===== src/kss_pkg.sv =====
`timescale 1ns / 1ps

package kss_pkg;

    // sizing
    localparam int PATTERN_MAX   = 64;
    localparam int POSITION_BITS = 32;
    localparam int ADDR_W        = $clog2(PATTERN_MAX);
    localparam int CNT_W         = $clog2(PATTERN_MAX + 1);
    localparam int DATA_W        = 8;
    localparam int STATUS_W      = 3;
    localparam int POS_OUT_W     = 32;
    localparam int CMP_W         = (POSITION_BITS + 1 > CNT_W) ? POSITION_BITS + 1 : CNT_W;

    // saturation value of the text index
    localparam logic [POSITION_BITS-1:0] POS_MAX = '1;

    // item kinds
    localparam logic KIND_PATTERN = 1'b0;
    localparam logic KIND_TEXT    = 1'b1;

    // result status codes
    localparam logic [STATUS_W-1:0] ST_LOADED    = 3'd0;
    localparam logic [STATUS_W-1:0] ST_OVERFLOW  = 3'd1;
    localparam logic [STATUS_W-1:0] ST_SEARCHING = 3'd2;
    localparam logic [STATUS_W-1:0] ST_MATCH     = 3'd3;
    localparam logic [STATUS_W-1:0] ST_AFTER     = 3'd4;
    localparam logic [STATUS_W-1:0] ST_NOMATCH   = 3'd5;

    // failure entry: neg set means -1
    typedef struct packed {
        logic              neg;
        logic [ADDR_W-1:0] idx;
    } t_fidx;

    localparam int FAIL_W = $bits(t_fidx);

    // controller to datapath
    typedef struct packed {
        logic start;
        logic walk;
        logic fin;
        logic emit;
    } t_cmd;

    // datapath to controller
    typedef struct packed {
        logic need_walk;
        logic walk_done;
        logic is_build;
        logic slot_free;
    } t_sts;

endpackage


===== src/kss_if.sv =====
`timescale 1ns / 1ps

// input request channel
interface kss_in_if;
    import kss_pkg::*;

    logic              valid;
    logic              ready;
    logic              kind;
    logic [DATA_W-1:0] data_byte;
    logic              last;

    modport source (output valid, output kind, output data_byte, output last, input ready);
    modport sink   (input valid, input kind, input data_byte, input last, output ready);
endinterface

// result request channel
interface kss_out_if;
    import kss_pkg::*;

    logic                 valid;
    logic                 ready;
    logic [STATUS_W-1:0]  status;
    logic [POS_OUT_W-1:0] position;

    modport source (output valid, output status, output position, input ready);
    modport sink   (input valid, input status, input position, output ready);
endinterface


===== src/kmp_string_search_core.sv =====
`timescale 1ns / 1ps

// First-occurrence KMP search over a byte stream, with a 64-entry pattern
// memory and a nextval failure memory built as pattern bytes arrive. Every
// accepted byte gives exactly one result. The failure chain is walked one
// step per cycle through the registered read ports of the two memories. A
// new byte is taken only after the result of the last one is registered.
// Bytes that need no walk are the first pattern byte, overflow, empty
// pattern and text after a match; other text and pattern bytes walk the
// chain, and a later pattern byte then also writes its nextval entry. A
// result waiting on the output holds the block until the slot frees. No
// clearing pass runs after reset.
module kmp_string_search_core (
    input  logic       i_clk,
    input  logic       i_rst_n,
    kss_in_if.sink     i_in,
    kss_out_if.source  o_out
);
    import kss_pkg::*;

    t_cmd cmd;
    t_sts sts;

    // sequencer
    kss_ctrl u_ctrl (
        .i_clk      (i_clk),
        .i_rst_n    (i_rst_n),
        .i_in_valid (i_in.valid),
        .o_in_ready (i_in.ready),
        .i_sts      (sts),
        .o_cmd      (cmd)
    );

    // search datapath and memories
    kss_dp u_dp (
        .i_clk       (i_clk),
        .i_rst_n     (i_rst_n),
        .i_cmd       (cmd),
        .o_sts       (sts),
        .i_kind      (i_in.kind),
        .i_data_byte (i_in.data_byte),
        .i_last      (i_in.last),
        .i_out_ready (o_out.ready),
        .o_out_valid (o_out.valid),
        .o_status    (o_out.status),
        .o_position  (o_out.position)
    );

endmodule


===== src/kss_ram.sv =====
`timescale 1ns / 1ps

module kss_ram #(
    parameter int WIDTH = 8,
    parameter int DEPTH = 64
) (
    input  logic                     i_clk,
    input  logic                     i_we,
    input  logic [$clog2(DEPTH)-1:0] i_waddr,
    input  logic [WIDTH-1:0]         i_wdata,
    input  logic [$clog2(DEPTH)-1:0] i_raddr,
    output logic [WIDTH-1:0]         o_rdata
);

    logic [WIDTH-1:0] r_mem [DEPTH];
    logic [WIDTH-1:0] r_rdata;

    // one write port, one registered read port
    always_ff @(posedge i_clk) begin
        if (i_we) begin
            r_mem[i_waddr] <= i_wdata;
        end
        r_rdata <= r_mem[i_raddr];
    end

    assign o_rdata = r_rdata;

endmodule


===== src/kss_ctrl.sv =====
`timescale 1ns / 1ps

module kss_ctrl (
    input  logic          i_clk,
    input  logic          i_rst_n,
    input  logic          i_in_valid,
    output logic          o_in_ready,
    input  kss_pkg::t_sts i_sts,
    output kss_pkg::t_cmd o_cmd
);
    import kss_pkg::*;

    localparam logic [1:0] S_IDLE = 2'd0;
    localparam logic [1:0] S_WALK = 2'd1;
    localparam logic [1:0] S_FIN  = 2'd2;
    localparam logic [1:0] S_EMIT = 2'd3;

    logic [1:0] r_state;
    logic [1:0] n_state;

    // commands
    always_comb begin
        o_in_ready  = (r_state == S_IDLE);
        o_cmd.start = (r_state == S_IDLE) && i_in_valid;
        o_cmd.walk  = (r_state == S_WALK);
        o_cmd.fin   = (r_state == S_FIN);
        o_cmd.emit  = (r_state == S_EMIT) && i_sts.slot_free;
    end

    // next state
    always_comb begin
        n_state = r_state;
        case (r_state)
            S_IDLE: begin
                if (i_in_valid) begin
                    n_state = i_sts.need_walk ? S_WALK : S_EMIT;
                end
            end
            S_WALK: begin
                if (i_sts.walk_done) begin
                    n_state = i_sts.is_build ? S_FIN : S_EMIT;
                end
            end
            S_FIN: begin
                n_state = S_EMIT;
            end
            S_EMIT: begin
                if (i_sts.slot_free) begin
                    n_state = S_IDLE;
                end
            end
            default: begin
                n_state = S_IDLE;
            end
        endcase
    end

    always_ff @(posedge i_clk) begin
        if (!i_rst_n) begin
            r_state <= S_IDLE;
        end else begin
            r_state <= n_state;
        end
    end

endmodule


===== src/kss_dp.sv =====
`timescale 1ns / 1ps

module kss_dp (
    input  logic                            i_clk,
    input  logic                            i_rst_n,
    input  kss_pkg::t_cmd                   i_cmd,
    output kss_pkg::t_sts                   o_sts,
    input  logic                            i_kind,
    input  logic [kss_pkg::DATA_W-1:0]      i_data_byte,
    input  logic                            i_last,
    input  logic                            i_out_ready,
    output logic                            o_out_valid,
    output logic [kss_pkg::STATUS_W-1:0]    o_status,
    output logic [kss_pkg::POS_OUT_W-1:0]   o_position
);
    import kss_pkg::*;

    // control state
    logic [CNT_W-1:0]         r_count,     n_count;
    t_fidx                    r_bidx,      n_bidx;
    logic [ADDR_W-1:0]        r_match,     n_match;
    logic [POSITION_BITS-1:0] r_text,      n_text;
    logic                     r_found,     n_found;
    logic                     r_ovf,       n_ovf;
    logic                     r_closed,    n_closed;
    logic                     r_build,     n_build;
    logic                     r_out_valid, n_out_valid;

    // working payload
    t_fidx                    r_j,         n_j;
    logic [DATA_W-1:0]        r_key,       n_key;
    logic [DATA_W-1:0]        r_byte,      n_byte;
    logic [DATA_W-1:0]        r_prev,      n_prev;
    logic                     r_last,      n_last;
    logic [ADDR_W-1:0]        r_i,         n_i;
    logic [POSITION_BITS-1:0] r_idx,       n_idx;
    logic [STATUS_W-1:0]      r_res_st,    n_res_st;
    logic [POS_OUT_W-1:0]     r_res_pos,   n_res_pos;
    logic [STATUS_W-1:0]      r_out_st,    n_out_st;
    logic [POS_OUT_W-1:0]     r_out_pos,   n_out_pos;

    // memory ports
    logic                     p_we;
    logic [DATA_W-1:0]        p_rdata;
    logic                     f_we;
    t_fidx                    f_wdata;
    logic [FAIL_W-1:0]        f_rdata_raw;
    t_fidx                    f_rdata;
    logic [ADDR_W-1:0]        wr_addr;

    // helpers
    logic [CNT_W-1:0]         eff_count;
    t_fidx                    eff_bidx;
    logic                     eff_ovf;
    logic                     walk_exit;
    logic [CNT_W-1:0]         m_next;
    logic [CMP_W-1:0]         pos_end;
    logic [CMP_W-1:0]         pos_cnt;
    logic [CMP_W-1:0]         pos_diff;
    logic [POS_OUT_W-1:0]     match_pos;
    logic                     need_walk;

    kss_ram #(.WIDTH(DATA_W), .DEPTH(PATTERN_MAX)) u_pat_ram (
        .i_clk   (i_clk),
        .i_we    (p_we),
        .i_waddr (wr_addr),
        .i_wdata (i_data_byte),
        .i_raddr (n_j.idx),
        .o_rdata (p_rdata)
    );

    kss_ram #(.WIDTH(FAIL_W), .DEPTH(PATTERN_MAX)) u_fail_ram (
        .i_clk   (i_clk),
        .i_we    (f_we),
        .i_waddr (wr_addr),
        .i_wdata (f_wdata),
        .i_raddr (n_j.idx),
        .o_rdata (f_rdata_raw)
    );

    assign f_rdata = t_fidx'(f_rdata_raw);

    // pattern state seen by a new pattern byte after a closed pattern
    assign eff_count = r_closed ? '0 : r_count;
    assign eff_ovf   = r_closed ? 1'b0 : r_ovf;
    always_comb begin
        eff_bidx = r_bidx;
        if (r_closed) begin
            eff_bidx.neg = 1'b1;
            eff_bidx.idx = '0;
        end
    end

    // one failure-chain step per cycle
    assign walk_exit = r_j.neg || (p_rdata == r_key);
    assign m_next    = r_j.neg ? '0 : CNT_W'(r_j.idx) + CNT_W'(1);

    // match start position from the saturated text index
    assign pos_end   = CMP_W'(r_idx) + CMP_W'(1);
    assign pos_cnt   = CMP_W'(r_count);
    assign pos_diff  = pos_end - pos_cnt;
    assign match_pos = (pos_end >= pos_cnt) ? POS_OUT_W'(pos_diff) : '0;

    always_comb begin
        n_count     = r_count;
        n_bidx      = r_bidx;
        n_match     = r_match;
        n_text      = r_text;
        n_found     = r_found;
        n_ovf       = r_ovf;
        n_closed    = r_closed;
        n_build     = r_build;
        n_out_valid = r_out_valid;
        n_j         = r_j;
        n_key       = r_key;
        n_byte      = r_byte;
        n_prev      = r_prev;
        n_last      = r_last;
        n_i         = r_i;
        n_idx       = r_idx;
        n_res_st    = r_res_st;
        n_res_pos   = r_res_pos;
        n_out_st    = r_out_st;
        n_out_pos   = r_out_pos;
        p_we        = 1'b0;
        f_we        = 1'b0;
        f_wdata     = r_j;
        wr_addr     = r_i;
        need_walk   = 1'b0;

        if (i_cmd.start) begin
            n_last    = i_last;
            n_res_pos = '0;
            if (i_kind == KIND_PATTERN) begin
                // pattern byte: clear search, maybe start a new pattern
                n_closed = i_last;
                n_match  = '0;
                n_text   = '0;
                n_found  = 1'b0;
                n_count  = eff_count;
                n_bidx   = eff_bidx;
                n_ovf    = eff_ovf;
                n_build  = 1'b1;
                if (eff_ovf || (eff_count >= CNT_W'(PATTERN_MAX))) begin
                    n_ovf    = 1'b1;
                    n_res_st = ST_OVERFLOW;
                end else begin
                    wr_addr = eff_count[ADDR_W-1:0];
                    p_we    = 1'b1;
                    n_i     = eff_count[ADDR_W-1:0];
                    n_byte  = i_data_byte;
                    if (eff_count == '0) begin
                        // first byte: entry is -1
                        f_we         = 1'b1;
                        f_wdata.neg  = 1'b1;
                        f_wdata.idx  = '0;
                        n_bidx.neg   = 1'b1;
                        n_bidx.idx   = '0;
                        n_count      = CNT_W'(1);
                        n_prev       = i_data_byte;
                        n_res_st     = ST_LOADED;
                    end else begin
                        need_walk = 1'b1;
                        n_j       = eff_bidx;
                        n_key     = r_prev;
                    end
                end
            end else begin
                // text byte
                n_build = 1'b0;
                n_idx   = r_text;
                if (i_last) begin
                    n_text = '0;
                end else if (r_text != POS_MAX) begin
                    n_text = r_text + POSITION_BITS'(1);
                end
                if (r_ovf) begin
                    n_res_st = ST_OVERFLOW;
                end else if (r_found) begin
                    n_res_st = ST_AFTER;
                end else if (r_count == '0) begin
                    n_found  = 1'b1;
                    n_res_st = ST_MATCH;
                end else begin
                    need_walk = 1'b1;
                    n_j.neg   = 1'b0;
                    n_j.idx   = r_match;
                    n_key     = i_data_byte;
                end
                if (i_last && !need_walk) begin
                    n_match = '0;
                    n_found = 1'b0;
                end
            end
        end else if (i_cmd.walk) begin
            if (!walk_exit) begin
                n_j = f_rdata;
            end else if (r_build) begin
                n_j.neg = 1'b0;
                n_j.idx = m_next[ADDR_W-1:0];
            end else begin
                n_match = m_next[ADDR_W-1:0];
                if (m_next == r_count) begin
                    n_found   = 1'b1;
                    n_res_st  = ST_MATCH;
                    n_res_pos = match_pos;
                end else begin
                    n_res_st = r_last ? ST_NOMATCH : ST_SEARCHING;
                end
                if (r_last) begin
                    n_match = '0;
                    n_found = 1'b0;
                end
            end
        end else if (i_cmd.fin) begin
            // nextval entry for the new byte
            f_we     = 1'b1;
            f_wdata  = (p_rdata == r_byte) ? f_rdata : r_j;
            n_bidx   = r_j;
            n_count  = CNT_W'(r_i) + CNT_W'(1);
            n_prev   = r_byte;
            n_res_st = ST_LOADED;
        end

        // output register
        if (i_cmd.emit) begin
            n_out_valid = 1'b1;
            n_out_st    = r_res_st;
            n_out_pos   = r_res_pos;
        end else if (r_out_valid && i_out_ready) begin
            n_out_valid = 1'b0;
        end
    end

    always_comb begin
        o_sts.need_walk = need_walk;
        o_sts.walk_done = i_cmd.walk && walk_exit;
        o_sts.is_build  = r_build;
        o_sts.slot_free = !r_out_valid || i_out_ready;
    end

    assign o_out_valid = r_out_valid;
    assign o_status    = r_out_st;
    assign o_position  = r_out_pos;

    // control registers
    always_ff @(posedge i_clk) begin
        if (!i_rst_n) begin
            r_count     <= '0;
            r_bidx.neg  <= 1'b1;
            r_bidx.idx  <= '0;
            r_match     <= '0;
            r_text      <= '0;
            r_found     <= 1'b0;
            r_ovf       <= 1'b0;
            r_closed    <= 1'b0;
            r_build     <= 1'b0;
            r_out_valid <= 1'b0;
        end else begin
            r_count     <= n_count;
            r_bidx      <= n_bidx;
            r_match     <= n_match;
            r_text      <= n_text;
            r_found     <= n_found;
            r_ovf       <= n_ovf;
            r_closed    <= n_closed;
            r_build     <= n_build;
            r_out_valid <= n_out_valid;
        end
    end

    // payload registers
    always_ff @(posedge i_clk) begin
        r_j       <= n_j;
        r_key     <= n_key;
        r_byte    <= n_byte;
        r_prev    <= n_prev;
        r_last    <= n_last;
        r_i       <= n_i;
        r_idx     <= n_idx;
        r_res_st  <= n_res_st;
        r_res_pos <= n_res_pos;
        r_out_st  <= n_out_st;
        r_out_pos <= n_out_pos;
    end

endmodule


===== src/flat_wrapper.sv =====
// flat-port wrapper written by rule: the top's interface ports become plain ports
module kmp_string_search_core_flat import kss_pkg::*;
  (i_clk, i_rst_n, i_in_valid, i_in_kind, i_in_data_byte, i_in_last, i_in_ready, o_out_valid, o_out_status, o_out_position, o_out_ready);
  kss_in_if i_in_i ();
  kss_out_if o_out_i ();
  input  logic i_clk;
  input  logic i_rst_n;
  input wire logic [$bits(i_in_i.valid)-1:0] i_in_valid;
  input wire logic [$bits(i_in_i.kind)-1:0] i_in_kind;
  input wire logic [$bits(i_in_i.data_byte)-1:0] i_in_data_byte;
  input wire logic [$bits(i_in_i.last)-1:0] i_in_last;
  output wire logic [$bits(i_in_i.ready)-1:0] i_in_ready;
  output wire logic [$bits(o_out_i.valid)-1:0] o_out_valid;
  output wire logic [$bits(o_out_i.status)-1:0] o_out_status;
  output wire logic [$bits(o_out_i.position)-1:0] o_out_position;
  input wire logic [$bits(o_out_i.ready)-1:0] o_out_ready;
  assign i_in_i.valid = i_in_valid;
  assign i_in_i.kind = i_in_kind;
  assign i_in_i.data_byte = i_in_data_byte;
  assign i_in_i.last = i_in_last;
  assign i_in_ready = i_in_i.ready;
  assign o_out_valid = o_out_i.valid;
  assign o_out_status = o_out_i.status;
  assign o_out_position = o_out_i.position;
  assign o_out_i.ready = o_out_ready;
  kmp_string_search_core u_core (.i_clk(i_clk), .i_rst_n(i_rst_n), .i_in(i_in_i), .o_out(o_out_i));
endmodule

===== config.mk =====
export PLATFORM = sky130hd
export DESIGN_NAME = kmp_string_search_core_flat
export DESIGN_NICKNAME = d
export VERILOG_FILES = /design/src/kss_pkg.sv /design/src/kss_if.sv /design/src/kmp_string_search_core.sv /design/src/kss_ram.sv /design/src/kss_ctrl.sv /design/src/kss_dp.sv /design/src/flat_wrapper.sv
export SDC_FILE = /design/constraint.sdc
export NUM_CORES = 2
export LEC_CHECK = 0
export BUFFER_PORTS_ARGS = -buffer_cell sky130_fd_sc_hd__buf_4
export CORE_ASPECT_RATIO = 1.75
export CORE_MARGIN = 5
export CORE_UTILIZATION = 60
export DETAILED_ROUTE_END_ITERATION = 7
export PLACE_DENSITY_LB_ADDON = 0.15
export SETUP_SLACK_MARGIN = 0.2
export SYNTH_ARGS = -nofsm -noshare
export SYNTH_HDL_FRONTEND = slang
export SYNTH_SLANG_ARGS = --single-unit

===== constraint.sdc =====
create_clock -name i_clk -period 12.7 [get_ports i_clk]
set_input_delay 3.175 -clock i_clk [delete_from_list [all_inputs] [get_ports i_clk]]
set_output_delay 3.175 -clock i_clk [all_outputs]
set_load 0.005 [all_outputs]

==> metrics <==
status=finished, final reports clean; drt wl/cell=26.47 µm; Leak=17.53 nW; Hold Vio Cnt, Final=0; Arr. time, crit path=8310 ps; Clock Tree Buf Depth=3; Layout Utilization=0.6628; Worst Tran Pin Value=1251 ps; slowest stage delay, CP=730 ps; vias in the first global route=31280; EDFF count, synth=1056; Max IR drop VDD=0.2486 mV; clock share of power=0.244; first-pass GRT wire length=194000 µm; CTS Sinks=1174; post-CTS sizing=0; setup_tns=0 ps; worst flop-to-flop path startpoint=u_core.u_ctrl.r_state[0]$_SDFFE_PN0P_; Worst R2R Path Depth=15; post-CTS setup buffer count=0; root buffer cell=clkbuf_16; sw frac=0.4054; dpl hpwl=85110 µm; r2r endpoint=u_core.u_dp.u_fail_ram.o_rdata[3]$_DFF_P_; I/O pin cnt=51; crit path kind=input pin to register; initial antenna violation count=0; hold worst-path end=u_core.u_dp.o_status[1]$_DFFE_PP_; pin count of the biggest net entering global routing=194; Avg Cell Area, Syn=12.45 µm²; Synth Cell Area=48070 µm²; Synth Warn #=0; Routed Antenna Nets=0; Flop pwr share=0.364; H-tree levels=3; top cells by area, synth=edfxtp_1, nand2_1, dfxtp_1; full die area=86090 µm²; layout cells sized above 1=0.07702; P_int=7.821 mW; cell chain of the critical path=buf_4 > nand2_1 > buf_4 > inv_2 > and2_1 > a311oi_1 > o211a_4 > buf_4 > and2_4 > buf_4 > nand3_1 > o2111ai_1 > nand4_1 > and4_1; Chip Height=384.4 µm; Most common cell on crit path=buf_4; fin crit share=0.6073; nets=3867; Max Cap Violations=0; Min-Delay Path Class=register to register; area grow syn2layout=9.668%; post-synthesis instance total=3862; highest clock rate=129.7 MHz; ANT cells=0; async set-reset flop share out of synthesis=0; Hold Crit Depth=0; CTS clk-pin slew, worst paths=70 ps; syn_nets=3893; register bit total from synthesis=1174; Buf/Inv on CP=5; vias per cell=6.311; Seq/Total Area, Yosys=0.7089; P_sw=5.332 mW; DRT iter0 DRCs=3144; Core Area=79540 µm²; minimum clock period=7713 ps; CP Max Fanout=60; Worst Path Required=13290 ps; Pwr Density=249.5 nW/µm²; Final WS setup=4987 ps; startpoint types=input pin; Slew Limit Headroom=0.1631; CP max-delay cell=buf_4; GRT Resource Usage Total=0.3017; Max Slew Vio Count=0; top_reg_cell synth=edfxtp_1; area share of the largest cell type after synthesis=0.6597; combinational power share=0.392; final WL=131400 µm; worst slack, placed=4309 ps; Die Width=224.0 µm; vias=31320; post-synth cell types=74; initial core utilization=0.6043; RSZ-0062 raised after global routing=false; Congestion Overflow GR=0; First-pass DRT Iterations=7; Fin Clk Skew=27.32 ps; DRC=0; Hold-fix buffers, CTS=0; final setup vio count=0; Clock Latency Late Sink=710 ps; final hold slack=424.4 ps; number of I/O port buffers=50; routability cong.=0.9307; hold_sp=u_core.u_dp.r_res_st[1]$_DFFE_PP_; CTS tree=built; CP top delay family=buffers and inverters; CTS buffer count=99; fill cell count=5809; critical path endpoint category=register; flop-to-flop setup slack=6740 ps; most area-hungry cell type in the Yosys netlist=edfxtp_1; row cnt=137
-- worst max-delay path by stage --
stage	from	end	slack, ps	cells past startpoint
3_5_place_dp	i_in_valid	u_core.u_dp.u_fail_ram.o_rdata[3]$_DFF_P_	4310	15
6_report	i_in_valid	u_core.u_dp.u_fail_ram.o_rdata[3]$_DFF_P_	4990	14
3_3_place_gp	i_in_valid	u_core.u_dp.u_fail_ram.o_rdata[4]$_DFF_P_	4360	14
4_1_cts	i_in_valid	u_core.u_dp.u_fail_ram.o_rdata[3]$_DFF_P_	5050	15
2_1_floorplan	i_in_valid	u_core.u_dp.u_fail_ram.r_mem[0][1]$_DFFE_PP_	4620	7
5_1_grt	i_in_valid	u_core.u_dp.u_fail_ram.o_rdata[4]$_DFF_P_	4810	14
-- routing by layer --
layer	up-vias	track usage	wire length, µm
met1	15390	0.3260	43440
met3	411	0.04093	7832
met2	1383	0.5457	69560
li1	14130	-	-
met5	-	0	0
met4	0	0.2044	10540
-- state kept, by name, summed over array words and instances, names as in the netlist, 3 cells and up --
register,count
u_core.u_dp.u_pat_ram.r_mem,512
u_core.u_dp.u_fail_ram.r_mem,448
u_core.u_dp.o_position,32
u_core.u_dp.r_idx,32
u_core.u_dp.r_res_pos,32
u_core.u_dp.r_text,32
u_core.u_dp.r_byte,8
u_core.u_dp.r_key,8
u_core.u_dp.r_prev,8
u_core.u_dp.u_pat_ram.o_rdata,8
u_core.u_dp.r_bidx,7
u_core.u_dp.r_count,7
u_core.u_dp.r_j,7
u_core.u_dp.u_fail_ram.o_rdata,7
u_core.u_dp.r_i,6
u_core.u_dp.r_match,6
u_core.u_dp.o_status,3
u_core.u_dp.r_res_st,3
-- layout by cell type (no fill, tap or decap), drive strengths merged, types with 34 or more instances in the layout --
cell type,netlist,layout
xnor2,60,60
clkinv,2,41
nor2,252,252
nand2,872,872
nand3,339,339
edfxtp,1056,1056
o21ai,72,72
a21oi,188,188
inv,42,46
xor2,34,34
clkbuf,112,121
nand4,87,87
a31oi,52,52
dfxtp,118,118
o2111ai,46,46
a22oi,62,62
mux2i,78,78
buf,114,99
-- worst register-to-register path: stages (launching register included) --
cell and delay, ps:
dfxtp_1 380, inv_1 120, ha_1 310, nand2_1 100
buf_4 340, inv_2 350, and2_1 310, a311oi_1 300
o211a_4 540, buf_4 640, and2_4 660, buf_4 740
nand3_1 230, o2111ai_1 240, nand4_1 310, and4_1 280
-- power by group through the flow --
stage               Combinational, mW  Clock, mW  Sequential [mW]
floorplan                        3.32          0             4.79
global placement                 5.05          0             4.87
detailed placement               5.10          0             4.87
CTS                              5.12       3.23             4.78
global route                     5.50       3.40             4.79
finish                           5.16       3.21             4.79
-- synthesized netlist by cell type, types with 5 or more instances --
cell type  number
and2_1         11
mux2_2          9
and4_1         29
inv_1          39
o31ai_1         6
and3_1         15
nor2b_1        11
o21ai_1        22
o21ai_0        50
dfxtp_1       118
a32o_1          5
a32oi_1        16
buf_2          90
xnor2_1        60
nand3b_1        5
or3_1          10
nand2b_1        5
a21oi_1       185
xor2_1         34
edfxtp_1     1056
nor3b_1         5
a31oi_1        52
o2bb2ai_1      17
buf_1          19
ha_1           16
mux2i_1        78
a22oi_1        62
nand4_1        87
nor4_1          6
a221oi_1        5
nor2_1        252
nand2_1       870
o22ai_1        10
a21boi_0        5
nand3_1       338
clkbuf_1      110
o211ai_1       19
nor3_1         26
o2111ai_1      46
-- cell families after synthesis --
group                    Yosys count  share of synthesized area
multiplexers                      87                    0.01835
AND/OR/NAND/NOR                 1686                     0.1547
flip-flops                      1174                     0.7089
XOR/XNOR                          94                    0.01713
buffers and inverters            270                    0.02410
adder cells (fa/ha/maj)           17                   0.004581
AO/OA/AOI/OAI                    534                    0.07224
-- final cells by class --
cell class	instances	area, µm²	share of cell area
clock buffers	121	2643	0.05013
clock inverters	65	773.2	0.01467
inverters	44	173.9	0.003299
multi-input cells	2418	12980	0.2462
flip-flops and latches	1174	34070	0.6464
well taps	1042	1304	0.02473
repair buffers	99	768.2	0.01457
-- stage by stage --
step / cell area [µm²] / std cells / power, mW
finish: 52710 / 4963 / 13.15
detailed placement: 49300 / 4777 / 9.967
CTS: 52710 / 4963 / 13.14
global route: 52710 / 4963 / 13.68
global placement: 49300 / 4777 / 9.915
floorplan: 48070 / 3862 / 8.104
(Power assumes the default switching activity.)
